`config.mk`:
```
export PLATFORM = sky130hd
export DESIGN_NAME = protobuf_wire_field_tokenizer_flat
export DESIGN_NICKNAME = d
export VERILOG_FILES = /design/src/rtl/pwft_pkg.sv /design/src/rtl/pwft_if.sv /design/src/rtl/pwft_in_reg.sv /design/src/rtl/pwft_parser.sv /design/src/rtl/pwft_out_reg.sv /design/src/rtl/protobuf_wire_field_tokenizer.sv /design/src/flat_wrapper.sv
export SDC_FILE = /design/constraint.sdc
export NUM_CORES = 1
export LEC_CHECK = 0
export BUFFER_PORTS_ARGS = -buffer_cell sky130_fd_sc_hd__buf_2
export CELL_PAD_IN_SITES_DETAIL_PLACEMENT = 1
export CELL_PAD_IN_SITES_GLOBAL_PLACEMENT = 2
export CORE_MARGIN = 8
export CORE_UTILIZATION = 38
export DETAILED_ROUTE_END_ITERATION = 12
export PLACE_DENSITY_LB_ADDON = 0.1
export SLEW_MARGIN = 20
export SYNTH_ARGS = -nofsm -noshare
export SYNTH_HDL_FRONTEND = slang
export SYNTH_SLANG_ARGS = --single-unit
```
`constraint.sdc`:
```
create_clock -name clk_i -period 11.9 [get_ports clk_i]
set_input_delay 1.19 -clock clk_i [delete_from_list [all_inputs] [get_ports clk_i]]
set_output_delay 1.19 -clock clk_i [all_outputs]
set_load 0.05 [all_outputs]
```
`src/rtl/pwft_pkg.sv`:
```
`timescale 1ns / 1ps
// ----------------------------------------------------------------------------
// pwft_pkg
// Types and constants shared by the wire field tokenizer modules.
// ----------------------------------------------------------------------------
package pwft_pkg;

  localparam int unsigned OFFSET_BITS_DEF = 16;
  localparam int unsigned OFFSET_OUT_W    = 16;
  localparam int unsigned FN_W            = 29;
  localparam int unsigned LEN_W           = 35;
  localparam int unsigned VAL_W           = 64;
  localparam int unsigned CNT_W           = 4;

  localparam logic [7:0]       LOW7_MASK       = 8'h7F;
  localparam int unsigned      CONT_BIT        = 7;
  localparam logic [CNT_W-1:0] MAX_VALUE_BYTES = 4'd10;
  localparam logic [CNT_W-1:0] MAX_SHORT_BYTES = 4'd5;
  localparam logic [LEN_W-1:0] FIXED64_LEN     = 35'd8;
  localparam logic [LEN_W-1:0] FIXED32_LEN     = 35'd4;

  localparam logic [2:0] WT_VARINT  = 3'd0;
  localparam logic [2:0] WT_FIXED64 = 3'd1;
  localparam logic [2:0] WT_LEN     = 3'd2;
  localparam logic [2:0] WT_SGROUP  = 3'd3;
  localparam logic [2:0] WT_EGROUP  = 3'd4;
  localparam logic [2:0] WT_FIXED32 = 3'd5;

  typedef enum logic [2:0] {
    PH_TAG,
    PH_VARINT,
    PH_FIXED,
    PH_LENPFX,
    PH_PAYLOAD,
    PH_POISON
  } phase_e;

  typedef enum logic [1:0] {
    KIND_FIELD,
    KIND_ERROR,
    KIND_POISON_END
  } kind_e;

  typedef struct packed {
    logic [7:0] data_byte;
    logic       last_byte;
  } in_item_t;

  typedef struct packed {
    logic     valid;
    in_item_t item;
  } stage_t;

  typedef struct packed {
    kind_e                   record_kind;
    logic [FN_W-1:0]         field_number;
    logic [2:0]              wire_type;
    logic [OFFSET_OUT_W-1:0] value_offset;
    logic [LEN_W-1:0]        value_length;
    logic [VAL_W-1:0]        varint_value;
    logic                    last_record;
  } rec_t;

endpackage

```
`src/rtl/pwft_if.sv`:
```
`timescale 1ns / 1ps
// ----------------------------------------------------------------------------
// pwft_byte_if / pwft_rec_if
// Request channels for message bytes and decoded field records.
// ----------------------------------------------------------------------------
interface pwft_byte_if;
  logic       valid;
  logic       ready;
  logic [7:0] data_byte;
  logic       last_byte;

  modport source (output valid, output data_byte, output last_byte, input ready);
  modport sink   (input valid, input data_byte, input last_byte, output ready);
endinterface

interface pwft_rec_if;
  logic        valid;
  logic        ready;
  logic [1:0]  record_kind;
  logic [28:0] field_number;
  logic [2:0]  wire_type;
  logic [15:0] value_offset;
  logic [34:0] value_length;
  logic [63:0] varint_value;
  logic        last_record;

  modport source (output valid, output record_kind, output field_number,
                  output wire_type, output value_offset, output value_length,
                  output varint_value, output last_record, input ready);
  modport sink   (input valid, input record_kind, input field_number,
                  input wire_type, input value_offset, input value_length,
                  input varint_value, input last_record, output ready);
endinterface

```
`src/rtl/pwft_in_reg.sv`:
```
`timescale 1ns / 1ps
// ----------------------------------------------------------------------------
// pwft_in_reg
// Input register: holds one accepted byte until the parser takes it.
// ----------------------------------------------------------------------------
module pwft_in_reg (
  input  logic              clk_i,
  input  logic              rst_ni,
  input  logic              valid_i,
  input  pwft_pkg::in_item_t item_i,
  output logic              ready_o,
  input  logic              take_i,
  output pwft_pkg::stage_t  stage_o
);
  import pwft_pkg::*;

  logic     valid_q, valid_d;
  in_item_t item_q;

  assign ready_o = !valid_q || take_i;

  always_comb begin
    valid_d = valid_q;
    if (ready_o) begin
      valid_d = valid_i;
    end
  end

  always_ff @(posedge clk_i or negedge rst_ni) begin
    if (!rst_ni) begin
      valid_q <= 1'b0;
    end else begin
      valid_q <= valid_d;
    end
  end

  always_ff @(posedge clk_i) begin
    if (ready_o && valid_i) begin
      item_q <= item_i;
    end
  end

  assign stage_o.valid = valid_q;
  assign stage_o.item  = item_q;

endmodule

```
`src/rtl/pwft_parser.sv`:
```
`timescale 1ns / 1ps
// ----------------------------------------------------------------------------
// pwft_parser
// Parse state and one-byte update; builds the record a byte completes.
// ----------------------------------------------------------------------------
module pwft_parser #(
  parameter int unsigned OFFSET_BITS = pwft_pkg::OFFSET_BITS_DEF
) (
  input  logic               clk_i,
  input  logic               rst_ni,
  input  logic               step_i,
  input  pwft_pkg::in_item_t item_i,
  output logic               emit_o,
  output pwft_pkg::rec_t     rec_o
);
  import pwft_pkg::*;

  phase_e                 phase_q, phase_d;
  logic [CNT_W-1:0]       cnt_q, cnt_d;
  logic [VAL_W-1:0]       acc_q, acc_d;
  logic [FN_W-1:0]        fn_q, fn_d;
  logic [2:0]             wt_q, wt_d;
  logic [LEN_W-1:0]       rem_q, rem_d;
  logic [OFFSET_BITS-1:0] off_q, off_d;
  logic [OFFSET_BITS-1:0] vs_q, vs_d;

  logic [OFFSET_BITS-1:0] nxt;
  logic [6:0]             shamt;
  logic [VAL_W-1:0]       acc_new;
  logic [CNT_W-1:0]       cnt_new;
  logic [LEN_W-1:0]       rem_dec;
  logic [FN_W-1:0]        tag_fn;
  logic [2:0]             tag_wt;
  logic                   cont;
  logic                   last;

  phase_e                 phase_n;
  logic [CNT_W-1:0]       cnt_n;
  logic [VAL_W-1:0]       acc_n;
  logic [FN_W-1:0]        fn_n;
  logic [2:0]             wt_n;
  logic [LEN_W-1:0]       rem_n;
  logic [OFFSET_BITS-1:0] vs_n;
  logic                   fld, err, pend;
  logic [LEN_W-1:0]       fld_len;
  logic [VAL_W-1:0]       fld_val;

  assign nxt     = off_q + 1'b1;
  assign shamt   = 7'(cnt_q) * 7'd7;
  assign acc_new = acc_q | (VAL_W'(item_i.data_byte & LOW7_MASK) << shamt);
  assign cnt_new = cnt_q + 1'b1;
  assign rem_dec = rem_q - 1'b1;
  assign tag_fn  = acc_new[FN_W+2:3];
  assign tag_wt  = acc_new[2:0];
  assign cont    = item_i.data_byte[CONT_BIT];
  assign last    = item_i.last_byte;

  // byte update
  always_comb begin
    phase_n = phase_q;
    cnt_n   = cnt_q;
    acc_n   = acc_q;
    fn_n    = fn_q;
    wt_n    = wt_q;
    rem_n   = rem_q;
    vs_n    = vs_q;
    fld     = 1'b0;
    err     = 1'b0;
    pend    = 1'b0;
    fld_len = '0;
    fld_val = '0;
    case (phase_q)
      PH_TAG, PH_LENPFX: begin
        acc_n = acc_new;
        cnt_n = cnt_new;
        if (cont) begin
          if (cnt_new >= MAX_SHORT_BYTES) begin
            if (phase_q == PH_TAG) begin
              fn_n = '0;
              wt_n = '0;
            end
            err = 1'b1;
          end else if (last) begin
            err = 1'b1;
          end
        end else if (phase_q == PH_LENPFX) begin
          cnt_n = '0;
          acc_n = VAL_W'(acc_new[LEN_W-1:0]);
          vs_n  = nxt;
          if (acc_new[LEN_W-1:0] == '0) begin
            fld = 1'b1;
          end else if (last) begin
            err = 1'b1;
          end else begin
            rem_n   = acc_new[LEN_W-1:0];
            phase_n = PH_PAYLOAD;
          end
        end else begin
          fn_n  = tag_fn;
          wt_n  = tag_wt;
          cnt_n = '0;
          acc_n = '0;
          vs_n  = nxt;
          if (tag_fn == '0 || tag_wt > WT_FIXED32) begin
            err = 1'b1;
          end else if (tag_wt == WT_SGROUP || tag_wt == WT_EGROUP) begin
            fld = 1'b1;
          end else if (last) begin
            err = 1'b1;
          end else begin
            case (tag_wt)
              WT_VARINT: phase_n = PH_VARINT;
              WT_LEN:    phase_n = PH_LENPFX;
              WT_FIXED64: begin
                rem_n   = FIXED64_LEN;
                phase_n = PH_FIXED;
              end
              default: begin
                rem_n   = FIXED32_LEN;
                phase_n = PH_FIXED;
              end
            endcase
          end
        end
      end
      PH_VARINT: begin
        acc_n = acc_new;
        cnt_n = cnt_new;
        if (cont) begin
          if (cnt_new >= MAX_VALUE_BYTES || last) begin
            err = 1'b1;
          end
        end else begin
          fld     = 1'b1;
          fld_len = LEN_W'(cnt_new);
          fld_val = acc_new;
        end
      end
      PH_FIXED: begin
        rem_n = rem_dec;
        if (rem_dec == '0) begin
          fld     = 1'b1;
          fld_len = (wt_q == WT_FIXED64) ? FIXED64_LEN : FIXED32_LEN;
        end else if (last) begin
          err = 1'b1;
        end
      end
      PH_PAYLOAD: begin
        rem_n = rem_dec;
        if (rem_dec == '0) begin
          fld     = 1'b1;
          fld_len = acc_q[LEN_W-1:0];
        end else if (last) begin
          err = 1'b1;
        end
      end
      default: begin
        pend = last;
      end
    endcase
    if (fld) begin
      phase_n = PH_TAG;
      cnt_n   = '0;
      acc_n   = '0;
      rem_n   = '0;
    end
    if (err) begin
      phase_n = PH_POISON;
    end
  end

  // record for the current byte
  always_comb begin
    rec_o  = '0;
    emit_o = step_i && (fld || err || pend);
    if (fld) begin
      rec_o.record_kind  = KIND_FIELD;
      rec_o.field_number = fn_n;
      rec_o.wire_type    = wt_n;
      rec_o.value_offset = OFFSET_OUT_W'(vs_n);
      rec_o.value_length = fld_len;
      rec_o.varint_value = fld_val;
      rec_o.last_record  = last;
    end else if (err) begin
      rec_o.record_kind  = KIND_ERROR;
      rec_o.field_number = fn_n;
      rec_o.wire_type    = wt_n;
      rec_o.value_offset = OFFSET_OUT_W'(off_q);
      rec_o.last_record  = last;
    end else if (pend) begin
      rec_o.record_kind  = KIND_POISON_END;
      rec_o.last_record  = 1'b1;
    end
  end

  // commit, back to reset state after the final byte
  always_comb begin
    phase_d = phase_q;
    cnt_d   = cnt_q;
    acc_d   = acc_q;
    fn_d    = fn_q;
    wt_d    = wt_q;
    rem_d   = rem_q;
    off_d   = off_q;
    vs_d    = vs_q;
    if (step_i) begin
      if (last) begin
        phase_d = PH_TAG;
        cnt_d   = '0;
        acc_d   = '0;
        fn_d    = '0;
        wt_d    = '0;
        rem_d   = '0;
        off_d   = '0;
        vs_d    = '0;
      end else begin
        phase_d = phase_n;
        cnt_d   = cnt_n;
        acc_d   = acc_n;
        fn_d    = fn_n;
        wt_d    = wt_n;
        rem_d   = rem_n;
        off_d   = nxt;
        vs_d    = vs_n;
      end
    end
  end

  always_ff @(posedge clk_i or negedge rst_ni) begin
    if (!rst_ni) begin
      phase_q <= PH_TAG;
      cnt_q   <= '0;
      acc_q   <= '0;
      fn_q    <= '0;
      wt_q    <= '0;
      rem_q   <= '0;
      off_q   <= '0;
      vs_q    <= '0;
    end else begin
      phase_q <= phase_d;
      cnt_q   <= cnt_d;
      acc_q   <= acc_d;
      fn_q    <= fn_d;
      wt_q    <= wt_d;
      rem_q   <= rem_d;
      off_q   <= off_d;
      vs_q    <= vs_d;
    end
  end

endmodule

```
`src/rtl/pwft_out_reg.sv`:
```
`timescale 1ns / 1ps
// ----------------------------------------------------------------------------
// pwft_out_reg
// Result register: holds one record until the sink takes it.
// ----------------------------------------------------------------------------
module pwft_out_reg (
  input  logic           clk_i,
  input  logic           rst_ni,
  input  logic           load_i,
  input  logic           step_i,
  input  pwft_pkg::rec_t rec_i,
  input  logic           ready_i,
  output logic           free_o,
  output logic           valid_o,
  output pwft_pkg::rec_t rec_o
);
  import pwft_pkg::*;

  logic valid_q, valid_d;
  rec_t rec_q;

  assign free_o  = !valid_q || ready_i;
  assign valid_o = valid_q;
  assign rec_o   = rec_q;

  always_comb begin
    valid_d = valid_q;
    if (step_i) begin
      valid_d = load_i;
    end else if (ready_i) begin
      valid_d = 1'b0;
    end
  end

  always_ff @(posedge clk_i or negedge rst_ni) begin
    if (!rst_ni) begin
      valid_q <= 1'b0;
    end else begin
      valid_q <= valid_d;
    end
  end

  always_ff @(posedge clk_i) begin
    if (load_i) begin
      rec_q <= rec_i;
    end
  end

endmodule

```
`src/rtl/protobuf_wire_field_tokenizer.sv`:
```
`timescale 1ns / 1ps
// ----------------------------------------------------------------------------
// protobuf_wire_field_tokenizer
// Splits a protobuf wire-format byte stream into field, error and poisoned-end records.
//
//   channel  dir  request                         fires when
//   in_i     in   data_byte, last_byte            valid && ready
//   rec_o    out  record_kind .. last_record      valid && ready
//
// One byte per cycle while the result register is free; each byte passes
// the input register, the parse update and the result register.
// Reset clears parse state and both valid flags.
// A stalled result holds; the input register still takes one more byte.
// ----------------------------------------------------------------------------
module protobuf_wire_field_tokenizer #(
  parameter int unsigned OFFSET_BITS = pwft_pkg::OFFSET_BITS_DEF
) (
  input  logic               clk_i,
  input  logic               rst_ni,
  pwft_byte_if.sink          in_i,
  pwft_rec_if.source         rec_o
);
  import pwft_pkg::*;

  in_item_t in_item;
  stage_t   stage;
  rec_t     rec_n, rec_q;
  logic     emit, step, free, in_ready;

  assign in_item.data_byte = in_i.data_byte;
  assign in_item.last_byte = in_i.last_byte;
  assign in_i.ready        = in_ready;

  assign step = stage.valid && free;

  pwft_in_reg u_in_reg (
    .clk_i   (clk_i),
    .rst_ni  (rst_ni),
    .valid_i (in_i.valid),
    .item_i  (in_item),
    .ready_o (in_ready),
    .take_i  (step),
    .stage_o (stage)
  );

  pwft_parser #(
    .OFFSET_BITS (OFFSET_BITS)
  ) u_parser (
    .clk_i  (clk_i),
    .rst_ni (rst_ni),
    .step_i (step),
    .item_i (stage.item),
    .emit_o (emit),
    .rec_o  (rec_n)
  );

  pwft_out_reg u_out_reg (
    .clk_i   (clk_i),
    .rst_ni  (rst_ni),
    .load_i  (emit),
    .step_i  (step),
    .rec_i   (rec_n),
    .ready_i (rec_o.ready),
    .free_o  (free),
    .valid_o (rec_o.valid),
    .rec_o   (rec_q)
  );

  assign rec_o.record_kind  = rec_q.record_kind;
  assign rec_o.field_number = rec_q.field_number;
  assign rec_o.wire_type    = rec_q.wire_type;
  assign rec_o.value_offset = rec_q.value_offset;
  assign rec_o.value_length = rec_q.value_length;
  assign rec_o.varint_value = rec_q.varint_value;
  assign rec_o.last_record  = rec_q.last_record;

endmodule

```
`src/flat_wrapper.sv`:
```
// flat-port wrapper written by rule: the top's interface ports become plain ports
module protobuf_wire_field_tokenizer_flat import pwft_pkg::*;
#(
  parameter int unsigned OFFSET_BITS = pwft_pkg::OFFSET_BITS_DEF
)
  (clk_i, rst_ni, in_i_valid, in_i_data_byte, in_i_last_byte, in_i_ready, rec_o_valid, rec_o_record_kind, rec_o_field_number, rec_o_wire_type, rec_o_value_offset, rec_o_value_length, rec_o_varint_value, rec_o_last_record, rec_o_ready);
  pwft_byte_if in_i_i ();
  pwft_rec_if rec_o_i ();
  input  logic clk_i;
  input  logic rst_ni;
  input wire logic [$bits(in_i_i.valid)-1:0] in_i_valid;
  input wire logic [$bits(in_i_i.data_byte)-1:0] in_i_data_byte;
  input wire logic [$bits(in_i_i.last_byte)-1:0] in_i_last_byte;
  output wire logic [$bits(in_i_i.ready)-1:0] in_i_ready;
  output wire logic [$bits(rec_o_i.valid)-1:0] rec_o_valid;
  output wire logic [$bits(rec_o_i.record_kind)-1:0] rec_o_record_kind;
  output wire logic [$bits(rec_o_i.field_number)-1:0] rec_o_field_number;
  output wire logic [$bits(rec_o_i.wire_type)-1:0] rec_o_wire_type;
  output wire logic [$bits(rec_o_i.value_offset)-1:0] rec_o_value_offset;
  output wire logic [$bits(rec_o_i.value_length)-1:0] rec_o_value_length;
  output wire logic [$bits(rec_o_i.varint_value)-1:0] rec_o_varint_value;
  output wire logic [$bits(rec_o_i.last_record)-1:0] rec_o_last_record;
  input wire logic [$bits(rec_o_i.ready)-1:0] rec_o_ready;
  assign in_i_i.valid = in_i_valid;
  assign in_i_i.data_byte = in_i_data_byte;
  assign in_i_i.last_byte = in_i_last_byte;
  assign in_i_ready = in_i_i.ready;
  assign rec_o_valid = rec_o_i.valid;
  assign rec_o_record_kind = rec_o_i.record_kind;
  assign rec_o_field_number = rec_o_i.field_number;
  assign rec_o_wire_type = rec_o_i.wire_type;
  assign rec_o_value_offset = rec_o_i.value_offset;
  assign rec_o_value_length = rec_o_i.value_length;
  assign rec_o_varint_value = rec_o_i.varint_value;
  assign rec_o_last_record = rec_o_i.last_record;
  assign rec_o_i.ready = rec_o_ready;
  protobuf_wire_field_tokenizer #(.OFFSET_BITS(OFFSET_BITS)) u_core (.clk_i(clk_i), .rst_ni(rst_ni), .in_i(in_i_i), .rec_o(rec_o_i));
endmodule
```
==> flow_summary_export.csv <==
group,metric,value,unit
outcome,outcome,"finished, final reports clean",
routing,drt_iter0_markers,1082,
setup_path,end_kind,"flop",
setup_path,path_cells,"nor2b_1, a31oi_1, nand4_1, nor4_2, nand3_1, and2_1, and3_1, and2_4, a21oi_4, buf_4, buf_4",
synthesis,ys_warn_count,0,
worst_hold_path,hold_class,"reg -> reg",
die,coreArea,0.0427,sq mm
power,p_comb_share,44.9,%
power,netSwitchingPower,0.00273,W
clock_network,numCtsBuffers,39,
power,powerDensity,303,mW/mm^2
routing,wl,56400,um
routing,wl_per_cell,24.6,um
grt,antenna_found_initial,1,
setup_path,critPathMaxStageDelay,940,ps
grt,grt_usage,22.3,%
grt,grt_pass1_wl,86900,um
setup_path,worstSetupStartpointType,"flop",
synthesis,synth_edf_count,159,
grt,grt_pass1_vias,13600,
sta,fmax,135,MHz
finish,antenna_cells,0,
synthesis,syn_inst,1621,
clock_network,postCtsHoldBufs,0,
clock_network,clk_pin_slew,60,ps
clock_network,h-tree-depth,2,
finish,regArea,0.00908,sq mm
synthesis,netlist_area,0.0163,sq mm
power,swShare,47.9,%
power,clock_power_share,22.5,%
synthesis,ys.flop_type,"dfrtp_1",
power,vdd_ir_drop_max,192,uV
routing,drtAntennaViolNets,0,
sta,post-route-period-util,62.1,%
clock_network,clk_path_buf_depth,3,
finish,multi_input_area,0.00660,sq mm
setup_path,worstPathArrival,7580,ps
sta,final_hold_viol_count,0,
job,drv_cap,0,
die,die_area,0.0497,sq mm
die,die_w,223,um
sta,rsz0062_at_grt,"false",
clock_network,post_cts_buffers,0,
synthesis,ys_seq_area_share,55.8,%
sta,setup_violations,0,
place,globalplace.congestion,0.898,
routing,first_pass_iters,7,
die,dieHeight,223,um
routing,vias,13300,
setup_path,cp_num_buf_inv,2,
finish,layout_commonest_cell,"a21oi_1",
sta,fin_crit,7390,ps
setup_path,worst-setup-path-type,"reg -> reg",
die,num_io_pins,165,
sta,tns,0,ps
sta,relSlewSlack,26.4,%
synthesis,synth_area_per_cell,10.0,sq um
power,p_int,0.00297,W
power,power_leakage,7.25,nW
clock_network,clk_latency,570,ps
place,dpl_cell_area,0.0174,sq mm
finish,fin_cells,2294,
routing,routed_via_density,5.81,
clock_network,cts_resized,0,
setup_path,cp_slowest_cell,"a21oi_4",
finish,drive_gt1_share,18.1,%
sta,worstMarginPinSlew,1100,ps
grt,gr-total-overflow,0,
place,hpwl,39200,um
synthesis,ys_seq_elements,331,
setup_path,cp_max_fo,73,
setup_path,required,12080,ps
sta,slew_viol_final,0,
place,portBuffers,164,
power,seqPwrFrac,32.5,%
synthesis,ys_async_sr_fraction,52.0,%
clock_network,clock-sinks,331,
synthesis,synthDistinctLibCells,78,
place,dp.cells,2223,
finish,mostFrequentLayoutCells,"202 x a21oi_1, 172 x dfrtp_1, 163 x buf_2, 160 x nor2_1, 159 x edfxtp_1",
grt,grt_max_degree,74,
clock_network,cts_tree,"built",
synthesis,syn-num-nets,1640,
sta,hold_ws,485,ps
sta,fin_skew,23.5,ps
finish,nets,1737,
setup_path,critPathMostFrequentCell,"buf_4",
finish,area_growth,15.4,%
finish,post-route-cell-area,0.0188,sq mm
finish,final.fill_count,4773,
routing,drcViolationCount,0,
clock_network,cts_root_buffer,"clkbuf_16",
die,start_util,38.1,%
die,rows,76,
setup_path,cp_top_family,"simple AND/OR/NAND/NOR gates",
## sequential cells by signal, summed over array words and instances (netlist names)
register	cells
u_core.u_in_reg.stage_o	9
u_core.u_in_reg.valid_q	1
u_core.u_out_reg.rec_o	150
u_core.u_out_reg.valid_o	1
u_core.u_parser.acc_q	64
u_core.u_parser.cnt_q	4
u_core.u_parser.fn_q	29
u_core.u_parser.off_q	16
u_core.u_parser.phase_q	3
u_core.u_parser.rem_q	35
u_core.u_parser.vs_q	16
u_core.u_parser.wt_q	3
## final timing paths
kind | start | to | slack (ps) | depth (start not counted)
setup / recovery | u_core.u_parser.cnt_q[0] | u_core.u_out_reg.rec_o[27] | 4510 | 11
hold / removal | u_core.u_parser.vs_q[13] | u_core.u_parser.vs_q[13] | 480 | 2
setup reg to reg | u_core.u_parser.cnt_q[0] | u_core.u_out_reg.rec_o[27] | 4510 | 11
hold reg to reg | u_core.u_parser.vs_q[13] | u_core.u_parser.vs_q[13] | 480 | 2
max in group asynchronous | rst_ni | u_core.u_parser.off_q[0] | 9990 | 2
min in group asynchronous | rst_ni | u_core.u_parser.rem_q[25] | 590 | 1
## cell families after synthesis
| group | after synthesis | share of synthesized area (%) |
|---|---|---|
| flip-flops | 331 | 55.8 |
| AO/OA/AOI/OAI | 523 | 19.2 |
| multiplexers | 8 | 0.507 |
| AND/OR/NAND/NOR | 579 | 18.7 |
| XOR/XNOR | 24 | 1.29 |
| adder cells (fa/ha/maj) | 6 | 0.461 |
| buffers and inverters | 150 | 4.06 |
## area by class of cell
| class | count | area share (%) |
|---|---|---|
| flip-flops and latches | 331 | 48.3 |
| repair buffers | 185 | 5.24 |
| multi-input cells | 1140 | 35.1 |
| clock inverters | 16 | 1.48 |
| inverters | 21 | 0.420 |
| well taps | 546 | 3.64 |
| clock buffers | 55 | 5.78 |
## layer usage
| layer | up-vias | wire length (um) | global-route usage [%] |
|---|---|---|---|
| li1 | 6113 | - | - |
| met1 | 6786 | 25400 | 30.5 |
| met2 | 357 | 26700 | 36.2 |
| met5 | - | 0 | 0 |
| met4 | 0 | 1360 | 6.07 |
| met3 | 83 | 2930 | 3.83 |
## per-stage QoR
| step | power, W | utilization (%) | worst slack [ps] |
|---|---|---|---|
| after floorplan | 0.00387 | - | 973 |
| after global placement | 0.00439 | 40.8 | 4840 |
| after detailed placement | 0.00443 | 40.8 | 4530 |
| after CTS | 0.00574 | 44.0 | 4510 |
| after global routing | 0.00598 | 44.0 | 4000 |
| final | 0.00569 | 44.0 | 4510 |
## worst reg2reg max path, delay by kind of cell (launching register included)
family	cells	cell delay, ps
buffers and inverters	2	1550
AND/OR/NAND/NOR	7	3050
AO/OA/AOI/OAI	2	1560
flip-flops	1	770
## power by group through the flow
stage	clock, W	combinational [W]	sequential (W)
global route	0.00136	0.00272	0.00189
detailed placement	0	0.00256	0.00187
floorplan	0	0.00130	0.00258
global placement	0	0.00254	0.00186
finish	0.00128	0.00256	0.00185
CTS	0.00131	0.00257	0.00185
## cell usage after synthesis, drive strengths merged (4+ instances only)
master   instances  area share, %
a211oi           4           0.22
a21o             7           0.32
a21oi          205            6.3
a22o             6           0.32
a22oi           44            2.0
a31oi           22           0.88
and2            43            1.7
and3             9           0.35
and4             4           0.22
buf             34            1.4
clkbuf          95            2.2
dfrtp          172             26
edfxtp         159             29
ha               6           0.46
inv             21           0.48
mux2i            6           0.37
nand2          151            3.5
nand2b           6           0.23
nand3           26           0.83
nand4           19           0.73
nor2           192            5.8
nor2b           13           0.50
nor3            50            1.6
nor4            25            1.3
nor4b            5           0.31
o2111ai          4           0.22
o21ai          152            4.7
o22a             9           0.48
o22ai            5           0.19
o2bb2ai         17           0.91
o31ai            9           0.41
o32a             9           0.55
or2              7           0.27
or3              9           0.35
or4             10           0.51
xnor2           15           0.81
xor2             9           0.48
Power figures use the tool's default switching activity.
